File: src/hw/rtl/pfa_pkg.sv
`timescale 1ns / 1ps
// ----------------------------------------------------------------------------
// pfa_pkg: shared types and constants of the page frame allocator
// Request/result structs, command and status codes, frame table geometry.
// ----------------------------------------------------------------------------
package pfa_pkg;

  localparam int unsigned NUM_FRAMES = 32;
  localparam int unsigned MAX_PROCS  = 16;
  localparam int unsigned MAX_PAGES  = 64;

  localparam int unsigned FRAME_W = $clog2(NUM_FRAMES);
  localparam int unsigned OWNER_W = 5;
  localparam int unsigned PAGE_W  = 6;

  localparam logic [1:0] CMD_FAULT = 2'd0;
  localparam logic [1:0] CMD_ALLOC = 2'd1;
  localparam logic [1:0] CMD_CLEAR = 2'd2;

  localparam logic [2:0] ST_FREE     = 3'd0;
  localparam logic [2:0] ST_REPLACED = 3'd1;
  localparam logic [2:0] ST_INVALID  = 3'd2;
  localparam logic [2:0] ST_FULL     = 3'd3;
  localparam logic [2:0] ST_CLEARED  = 3'd4;

  typedef struct packed {
    logic [1:0] command;
    logic [4:0] proc_id;
    logic [6:0] page_num;
  } pfa_req_t;

  typedef struct packed {
    logic [2:0] status;
    logic [4:0] frame_index;
    logic [4:0] victim_proc;
    logic [5:0] evicted_page;
  } pfa_rsp_t;

  typedef struct packed {
    logic [OWNER_W-1:0] owner;
    logic [PAGE_W-1:0]  page;
  } pfa_entry_t;

  typedef struct packed {
    logic               we;
    logic [FRAME_W-1:0] waddr;
    pfa_entry_t         wdata;
    logic               re;
    logic [FRAME_W-1:0] raddr;
  } pfa_ram_req_t;

  typedef enum logic [1:0] {
    S_IDLE,
    S_SCAN,
    S_READ,
    S_DONE
  } pfa_state_t;

endpackage

File: src/hw/rtl/pfa_frame_ram.sv
`timescale 1ns / 1ps
// ----------------------------------------------------------------------------
// pfa_frame_ram: frame table storage
// One write port, one registered read port; holds owner and page per frame.
// ----------------------------------------------------------------------------
module pfa_frame_ram (
  input  logic                  clk,
  input  pfa_pkg::pfa_ram_req_t req,
  output pfa_pkg::pfa_entry_t   rd_data
);
  import pfa_pkg::*;

  pfa_entry_t mem [NUM_FRAMES];
  pfa_entry_t rd_data_r;

  always_ff @(posedge clk) begin
    if (req.we) begin
      mem[req.waddr] <= req.wdata;
    end
  end

  always_ff @(posedge clk) begin
    if (req.re) begin
      rd_data_r <= mem[req.raddr];
    end
  end

  assign rd_data = rd_data_r;

endmodule

File: src/hw/rtl/pfa_ctrl.sv
`timescale 1ns / 1ps
// ----------------------------------------------------------------------------
// pfa_ctrl: allocator sequencer
// Checks the request, scans the occupancy bits one frame per cycle, drives
// the frame table and holds the result register.
// ----------------------------------------------------------------------------
module pfa_ctrl (
  input  logic                  clk,
  input  logic                  rst_n,
  input  logic                  in_valid,
  output logic                  in_stall,
  input  pfa_pkg::pfa_req_t     in_data,
  output logic                  out_valid,
  input  logic                  out_stall,
  output pfa_pkg::pfa_rsp_t     out_data,
  output pfa_pkg::pfa_ram_req_t ram_req,
  input  pfa_pkg::pfa_entry_t   ram_rd_data
);
  import pfa_pkg::*;

  localparam logic [FRAME_W-1:0] LAST_FRAME = FRAME_W'(NUM_FRAMES - 1);

  pfa_state_t         state_r, state_nxt;
  logic [1:0]         cmd_r, cmd_nxt;
  logic [4:0]         pid_r, pid_nxt;
  logic [6:0]         page_r, page_nxt;
  logic [FRAME_W-1:0] cnt_r, cnt_nxt;
  logic [FRAME_W-1:0] ptr_r, ptr_nxt;
  logic [NUM_FRAMES-1:0] mask_r, mask_nxt;
  pfa_rsp_t           res_r, res_nxt;
  logic               out_valid_r, out_valid_nxt;
  pfa_rsp_t           out_data_r, out_data_nxt;

  logic in_ok;
  logic cnt_free;
  logic cnt_last;
  logic out_free;
  logic [OWNER_W-1:0] owner_w;

  always_comb begin
    in_ok = 1'b0;
    case (in_data.command)
      CMD_FAULT: in_ok = (in_data.proc_id != 5'd0) && (32'(in_data.proc_id) <= MAX_PROCS) &&
                         (32'(in_data.page_num) < MAX_PAGES);
      CMD_ALLOC: in_ok = (32'(in_data.proc_id) < MAX_PROCS) &&
                         (32'(in_data.page_num) < MAX_PAGES);
      default:   in_ok = 1'b0;
    endcase
  end

  assign cnt_free = !mask_r[cnt_r];
  assign cnt_last = (cnt_r == LAST_FRAME);
  assign out_free = !out_valid_r || !out_stall;
  assign owner_w  = (cmd_r == CMD_FAULT) ? pid_r : OWNER_W'(pid_r + 5'd1);

  // next state
  always_comb begin
    state_nxt = state_r;
    case (state_r)
      S_IDLE: begin
        if (in_valid) begin
          if (in_data.command == CMD_CLEAR || !in_ok) begin
            state_nxt = S_DONE;
          end else begin
            state_nxt = S_SCAN;
          end
        end
      end
      S_SCAN: begin
        if (cnt_free) begin
          state_nxt = S_DONE;
        end else if (cnt_last) begin
          state_nxt = (cmd_r == CMD_FAULT) ? S_READ : S_DONE;
        end
      end
      S_READ: state_nxt = S_DONE;
      S_DONE: begin
        if (out_free) begin
          state_nxt = S_IDLE;
        end
      end
      default: state_nxt = S_IDLE;
    endcase
  end

  // outputs
  always_comb begin
    in_stall      = (state_r != S_IDLE);
    ram_req.we    = 1'b0;
    ram_req.waddr = cnt_r;
    ram_req.wdata = '{owner: owner_w, page: page_r[PAGE_W-1:0]};
    ram_req.re    = 1'b0;
    ram_req.raddr = ptr_r;
    case (state_r)
      S_SCAN: begin
        ram_req.we = cnt_free;
        ram_req.re = !cnt_free && cnt_last;
      end
      S_READ: begin
        ram_req.we    = 1'b1;
        ram_req.waddr = ptr_r;
      end
      default: begin
        ram_req.we = 1'b0;
      end
    endcase
  end

  // datapath
  always_comb begin
    cmd_nxt       = cmd_r;
    pid_nxt       = pid_r;
    page_nxt      = page_r;
    cnt_nxt       = cnt_r;
    ptr_nxt       = ptr_r;
    mask_nxt      = mask_r;
    res_nxt       = res_r;
    out_valid_nxt = out_valid_r && out_stall;
    out_data_nxt  = out_data_r;
    case (state_r)
      S_IDLE: begin
        if (in_valid) begin
          cmd_nxt  = in_data.command;
          pid_nxt  = in_data.proc_id;
          page_nxt = in_data.page_num;
          cnt_nxt  = '0;
          res_nxt  = '0;
          if (in_data.command == CMD_CLEAR) begin
            mask_nxt       = '0;
            ptr_nxt        = '0;
            res_nxt.status = ST_CLEARED;
          end else if (!in_ok) begin
            res_nxt.status = ST_INVALID;
          end
        end
      end
      S_SCAN: begin
        if (cnt_free) begin
          mask_nxt[cnt_r]     = 1'b1;
          res_nxt.status      = ST_FREE;
          res_nxt.frame_index = 5'(cnt_r);
        end else if (cnt_last) begin
          res_nxt.status = ST_FULL;
        end else begin
          cnt_nxt = cnt_r + 1'b1;
        end
      end
      S_READ: begin
        ptr_nxt              = (ptr_r == LAST_FRAME) ? '0 : ptr_r + 1'b1;
        res_nxt.status       = ST_REPLACED;
        res_nxt.frame_index  = 5'(ptr_r);
        res_nxt.victim_proc  = 5'(ram_rd_data.owner);
        res_nxt.evicted_page = 6'(ram_rd_data.page);
      end
      S_DONE: begin
        if (out_free) begin
          out_valid_nxt = 1'b1;
          out_data_nxt  = res_r;
        end
      end
      default: begin
        res_nxt = res_r;
      end
    endcase
  end

  always_ff @(posedge clk) begin
    if (!rst_n) begin
      state_r     <= S_IDLE;
      ptr_r       <= '0;
      mask_r      <= '0;
      out_valid_r <= 1'b0;
    end else begin
      state_r     <= state_nxt;
      ptr_r       <= ptr_nxt;
      mask_r      <= mask_nxt;
      out_valid_r <= out_valid_nxt;
    end
  end

  always_ff @(posedge clk) begin
    cmd_r      <= cmd_nxt;
    pid_r      <= pid_nxt;
    page_r     <= page_nxt;
    cnt_r      <= cnt_nxt;
    res_r      <= res_nxt;
    out_data_r <= out_data_nxt;
  end

  assign out_valid = out_valid_r;
  assign out_data  = out_data_r;

endmodule

File: src/hw/rtl/page_frame_allocator_fifo_unit.sv
`timescale 1ns / 1ps
// ----------------------------------------------------------------------------
// page_frame_allocator_fifo_unit: frame allocator with round-robin eviction
// Request channel in_valid/in_stall/in_data: fault, allocate-only or clear.
// Result channel out_valid/out_stall/out_data: one result per request.
// A request is taken only while the sequencer is idle; in_stall is high
// while one is in progress. A clear or a rejected request skips the scan.
// Fault and allocate scan the occupancy bits one frame per cycle, lowest
// first; on a full table a fault also reads the victim from the frame table
// RAM at the replacement pointer and writes the new owner.
// The result register lets the next request enter while a result waits;
// if out_stall holds, the sequencer waits in its final step until the
// result register frees. Reset empties the occupancy bits, zeroes the
// pointer and drops any pending result; table contents are not cleared.
// ----------------------------------------------------------------------------
module page_frame_allocator_fifo_unit (
  input  logic              clk,
  input  logic              rst_n,
  input  logic              in_valid,
  output logic              in_stall,
  input  pfa_pkg::pfa_req_t in_data,
  output logic              out_valid,
  input  logic              out_stall,
  output pfa_pkg::pfa_rsp_t out_data
);
  import pfa_pkg::*;

  pfa_ram_req_t ram_req;
  pfa_entry_t   ram_rd_data;

  pfa_ctrl u_ctrl (
    .clk         (clk),
    .rst_n       (rst_n),
    .in_valid    (in_valid),
    .in_stall    (in_stall),
    .in_data     (in_data),
    .out_valid   (out_valid),
    .out_stall   (out_stall),
    .out_data    (out_data),
    .ram_req     (ram_req),
    .ram_rd_data (ram_rd_data)
  );

  pfa_frame_ram u_ram (
    .clk     (clk),
    .req     (ram_req),
    .rd_data (ram_rd_data)
  );

  a_busy_after_accept: assert property (@(posedge clk) disable iff (!rst_n)
    (in_valid && !in_stall) |=> in_stall)
    else $error("request accepted while busy");

  a_victim_zero: assert property (@(posedge clk) disable iff (!rst_n)
    (out_valid && out_data.status != ST_REPLACED) |->
      (out_data.victim_proc == 5'd0 && out_data.evicted_page == 6'd0))
    else $error("victim reported without replacement");

  a_frame_zero: assert property (@(posedge clk) disable iff (!rst_n)
    (out_valid && (out_data.status == ST_INVALID || out_data.status == ST_FULL ||
                   out_data.status == ST_CLEARED)) |-> (out_data.frame_index == 5'd0))
    else $error("frame reported for failed request");

  a_status_range: assert property (@(posedge clk) disable iff (!rst_n)
    out_valid |-> (out_data.status <= ST_CLEARED))
    else $error("bad status code");

endmodule

File: config.mk
export PLATFORM = sky130hd
export DESIGN_NAME = page_frame_allocator_fifo_unit
export DESIGN_NICKNAME = d
export VERILOG_FILES = /design/src/hw/rtl/pfa_pkg.sv /design/src/hw/rtl/pfa_frame_ram.sv /design/src/hw/rtl/pfa_ctrl.sv /design/src/hw/rtl/page_frame_allocator_fifo_unit.sv
export SDC_FILE = /design/constraint.sdc
export NUM_CORES = 1
export LEC_CHECK = 0
export BUFFER_PORTS_ARGS = -buffer_cell sky130_fd_sc_hd__buf_4
export CAP_MARGIN = 20
export CORE_ASPECT_RATIO = 2
export CORE_MARGIN = 2
export CORE_UTILIZATION = 45
export CTS_BUF_LIST = sky130_fd_sc_hd__clkbuf_4 sky130_fd_sc_hd__clkbuf_8 sky130_fd_sc_hd__clkbuf_16
export CTS_CLUSTER_SIZE = 16
export DETAILED_ROUTE_END_ITERATION = 8
export PLACE_DENSITY = 0.66
export SLEW_MARGIN = 40
export SYNTH_ARGS = -nofsm -noshare
export SYNTH_HDL_FRONTEND = slang
export SYNTH_HIERARCHICAL = 1
export SYNTH_SLANG_ARGS = --single-unit
File: constraint.sdc
create_clock -name clk -period 3.3 [get_ports clk]
set_clock_uncertainty 0.2 [all_clocks]
set_input_delay 0.495 -clock clk [delete_from_list [all_inputs] [get_ports clk]]
set_output_delay 0.495 -clock clk [all_outputs]
set_load 0.03 [all_outputs]
; After elaboration in Yosys (flattened, before gate mapping)
; Memories as Yosys holds them, arrays and structs flattened. A register that Yosys moved wholly into a read port is not among the register bits.
; Cells that the tools add are included.
[totals]
reg_bits = 96
mem_bits_rw = 352
word_cells = 109
n_memories = 1
[memory_table]
columns = name, words, word_bits, read_ports, rd_clocked_by_memory_dff, write_ports, line
row1 = u_ram.mem, 32, 11, 1, 1, 1, pfa_frame_ram.sv:13  ; pfa_entry_t mem [NUM_FRAMES];
[op_classes]
add_sub_neg = 3
magnitude_cmp = 5
n_eq_ne = 14
n_mux = 40
bitwise = 1
n_reduce_logical = 29
[ops]
columns = operator, count
row1 = 2-to-1 mux 32 bit, 3
row2 = one-hot mux 32 bit (2 select lines), 1
row3 = 2-to-1 mux 5 bit, 9
row4 = bitwise OR 32 bit, 1
row5 = one-hot mux 8 bit (3 select lines), 1
row6 = one-hot mux 11 bit (2 select lines), 1
row7 = one-hot mux 5 bit (2 select lines), 2
row8 = 2-to-1 mux 19 bit, 1
row9 = "adder 5 x 1 -> 5 bit, second input constant", 3
row10 = 2-to-1 mux 2 bit, 6
row11 = AND reduction 3 bit, 4
row12 = "== test 5 bit, second input constant", 2
row13 = 2-to-1 mux 3 bit, 3
row14 = 2-to-1 mux 1 bit, 8
row15 = one-hot mux 2 bit (4 select lines), 1
row16 = AND reduction 4 bit, 2
row17 = "less-than comparator 7 bit, second input constant", 1
row18 = "== test 2 bit, second input constant", 3
row19 = logical AND 1 bit, 6
row20 = logical NOT 2 bit, 3
row21 = "less-than comparator 5 x 6 -> 1 bit, second input constant", 1
row22 = "inequality test 2 x 1 -> 1 bit, second input constant", 3
row23 = "inequality test 2 bit, second input constant", 3
row24 = AND reduction 2 bit, 3
row25 = 13 further kinds, 21

; Logic depth before layout (Yosys ltp)
[depth]
word_depth = 9
ltp_mapped = 11
mapped_depth_nobuf = 8

; Hierarchy
; The synthesis kept the hierarchy.
[modules_own_cells]
columns = module, n_inst, cells_per_inst, area_per_inst_um2, seq_area_each_um2
row1 = pfa_frame_ram, 1, 801, 14310.0, 10900.5
row2 = pfa_ctrl, 1, 352, 4100.2, 2482.4

; Worst setup path before layout
; No wires, ideal clock.
[synth_timing]
path_kind = flip-flop to flip-flop
startpoint = register u_ctrl.cnt_r[0]
endpoint = memory u_ram/mem[28][0] (netlist name) (enable)
arrival_ns = 2.953
slack_ns = -0.231
path_stages_with_launch = 12
n_path_buf = 3
synth_period_minus_slack_ns = 3.531
path_cell_list = edfxtp_1 -> buf_6 -> buf_2 -> mux2_2 -> nand3_1 -> a31oi_1 -> a211oi_2 -> a21o_1 -> and2_1 -> or3b_2 -> clkbuf_1 -> nor2_1
[synth_rtl]
columns = item, line
row1 = "start, declared", pfa_ctrl.sv:27  ; logic [FRAME_W-1:0] cnt_r, cnt_nxt;
row2 = "start signal, assigned", pfa_ctrl.sv:185  ; cnt_r <= cnt_nxt;
row3 = "end, declared", pfa_frame_ram.sv:13

==> impl_metrics.ini <==
[outcome]
status = completed

[yosys]
post_synth_instance_area_um2 = 18400
synth_area_per_cell_um2 = 16.0
synth_top_area_frac = 0.683
synth_top_cell_by_area = edfxtp_1
synth_edf_count = 419
ys_warn_count = 6
synthFlopType = edfxtp_1
ys_seq_area_frac = 0.727
ys_seq_elements = 459
synth.net_count = 1183
ys_types = 51
ys_async_sr_fraction = 0
synth_area_leaders = edfxtp_1 68%, mux2i_1 10%, dfxtp_1 4.3%
synthCells = 1153

[floorplan]
std_cell_rows = 104
start_util = 0.456
die-area_um2 = 42600
die_w_um = 147
dieHeight_um = 290
io_pins = 39
core_um2 = 40300

[setup_path]
critPathArrivalTime_ps = 3280
cp_top_family = simple AND/OR/NAND/NOR gates
path_buf_inv = 2
r2r-end = u_ram/mem[16][9]$_DFFE_PP_
worstRegToRegCells = 10
path_cells = mux4_2 > a21oi_2 > a31oi_1 > a211oi_2 > a21o_1 > and2_4 > or3b_4 > buf_12 > nor2_4 > buf_12
worstSetupPathType = reg2reg
end_kind = flip-flop
slowest_delay_ps = 570
critical_path_required_ps = 3360
crit_top_cell = buf_12
cpMaxStageDelayCell = mux4_2
ff2ff_setup_slack_ps = 70
startpoint_type = flip-flop
rr_startpoint = u_ctrl/cnt_r[0]$_SDFFCE_PN0P_
critPathMaxFanout = 10
startpoint = u_ctrl/cnt_r[0]$_SDFFCE_PN0P_

[placement]
placed_area_um2 = 19800
dp_hpwl_um = 28900
dp_cells = 1743
portBuffers = 38
place_congestion = 0.907

[clocking]
cts_tree = yes
clkSinkCount = 459
clock_latency_ps = 540
htreeDepth = 2
clk_pin_slew_worst_paths_ps = 70
cts_buffers = 39
cts_buffer_depth = 3
cts_root_buffer = clkbuf_16

[grt]
grt_usage = 0.203
grt_max_degree = 45
grt_overflow_total = 0
grt_pass1_vias = 10500
grt_pass1_wl_um = 64000
antenna_found_initial = 0

[route]
wl_um = 43100
wl_per_cell_um = 23.5
drtPass1Iterations = 7
ant_nets = 0
drt_iter0_drc = 776
via_per_inst = 5.56
dr_total_vias = 10200
drc = 0

[sta]
final_max_slew_viol_count = 0
rsz0062_at_grt = true
tightest_slew_ps = 789
timing.slew.headroom = 0.474
timing_hold_violations_final = 0
max_freq_ghz = 0.310
setup_viol = 0
fin_crit_sh = 0.977
holdWs_ps = 45.3
final.min_clock_period_ps = 3230

[power]
p_sw_frac = 0.285
p_leak_uw = 0.00678
pwr-share-comb = 0.213
power_frac_clock = 0.299
total_power_uw = 15100
p_sw_uw = 4300
ir_worst_vdd_mv = 0.336
seq_power_share = 0.488
p_int_uw = 10800
p_per_area_nw_per_um2 = 707

[final_layout]
diodes = 0
regArea_um2 = 13400
final_nets = 1304
finalNonFillerCells = 1831
fill_cells = 3235
drive_gt1_frac = 0.178
syn_to_final_growth_pct = 15.8
final_cell_mix = 419 x edfxtp_1, 186 x mux2i_1, 103 x buf_4
multiInputGateArea_um2 = 4670
layout.cell_area.non_filler_um2 = 21300
layout_commonest_cell = edfxtp_1

[worst_hold_path]
hold_path.class = in2reg
min_from = rst_n
min_path_cells = 2
hold_end = u_ctrl/ptr_r[3]$_SDFFE_PN0P_

[job]
cap_violations = 0
==> per-layer routing <==
layer,part of all wire,GRT usage,routed length [um]
met3,0.031,0.0214,1320
met5,0,0,0
met2,0.56,0.391,23900
met1,0.34,0.202,14500
met4,0.077,0.134,3300
==> metrics by stage <==
stage               TNS [ps]  setup WS (ps)   util
floorplan                  0           43.7      -
global placement       -5080           -139  0.490
detailed placement    -10980           -242  0.490
CTS                        0           28.8  0.526
global route           -1430          -45.3  0.529
finish                     0           74.4  0.529
==> cell families after synthesis <==
family / Yosys count / share of synthesized area
compound gates: 176 / 0.0633
flops: 459 / 0.727
fa+ha+maj: 12 / 0.00816
buf+inv: 73 / 0.0273
xor+xnor: 7 / 0.00333
mux: 195 / 0.108
simple gates: 231 / 0.0625
==> Yosys cell counts, types with 3 or more instances <==
cell        n
edfxtp_1  419
mux2i_1   186
nand2_1    74
nor2_1     48
a22oi_1    44
dfxtp_1    40
o21ai_1    33
nand3_1    32
a21oi_1    31
a22o_1     22
clkbuf_1   21
buf_6      17
and2_1     16
nor3_1     15
a31oi_1    13
buf_2      13
inv_1      13
ha_1       12
nand4_1    11
o21ai_0     9
a21boi_0    7
nand2b_1    7
nand3b_1    6
xnor2_1     6
buf_4       5
or3b_2      5
buf_12      4
mux2_2      4
nand3_4     4
and3_1      3
mux4_2      3
nor2b_1     3
o21a_1      3
==> state kept, by name, summed over array words and instances, names as in the netlist <==
signal	count
u_ctrl/out_valid	1
u_ctrl/ptr_r	5
u_ctrl/res_r	19
u_ram/mem	352
u_ctrl/page_r	6
u_ram/rd_data	11
u_ctrl/state_r	2
u_ctrl/out_data	19
u_ctrl/cnt_r	5
u_ctrl/pid_r	5
u_ctrl/cmd_r	2
u_ctrl/mask_r	32
==> power groups by stage <==
stage	Combinational, uW	Sequential (uW)	Clock [uW]
finish	3210	7360	4510
global route	3400	7390	4790
CTS	3180	7360	4580
detailed placement	3130	7480	0
global placement	3090	7460	0
floorplan	1820	7540	0
==> worst max path at each step <==
stage | slack, ps | depth (start not counted) | to
4_1_cts | 30 | 9 | u_ram/mem[16][9]$_DFFE_PP_
3_5_place_dp | -240 | 9 | u_ram/mem[21][4]$_DFFE_PP_
5_1_grt | -50 | 10 | u_ram/mem[28][7]$_DFFE_PP_
3_3_place_gp | -140 | 9 | u_ram/mem[21][2]$_DFFE_PP_
6_report | 70 | 10 | u_ram/mem[16][9]$_DFFE_PP_
2_1_floorplan | 40 | 11 | u_ram/mem[28][0]$_DFFE_PP_
==> worst reg2reg max path: stages (launching register included) <==
cell and delay (ps):
edfxtp_1 520, mux4_2 570, a21oi_2 170, a31oi_1 70
a211oi_2 230, a21o_1 150, and2_4 160, or3b_4 390
buf_12 180, nor2_4 150, buf_12 150
==> cell type report <==
| cell class | instances | area share |
|---|---|---|
| repair buffers | 140 | 0.0611 |
| multi-input cells | 621 | 0.219 |
| clock inverters | 23 | 0.00939 |
| inverters | 13 | 0.00229 |
| flip-flops and latches | 459 | 0.628 |
| clock buffers | 45 | 0.0495 |
| well taps | 530 | 0.0311 |
==> repair_timing <==
| action | 4_1_cts | 5_1_grt |
|---|---|---|
| pin swaps | 2 | 3 |
| hold buffers | 14 | 0 |
| buffers inserted | 2 | 3 |
| setup endpoints to repair | 99 | 165 |
| hold endpoints to repair | 14 | 0 |
| resized for setup | 6 | 13 |
| gates cloned | 0 | 1 |
Note: power is estimated with default switching activity, not from simulation.
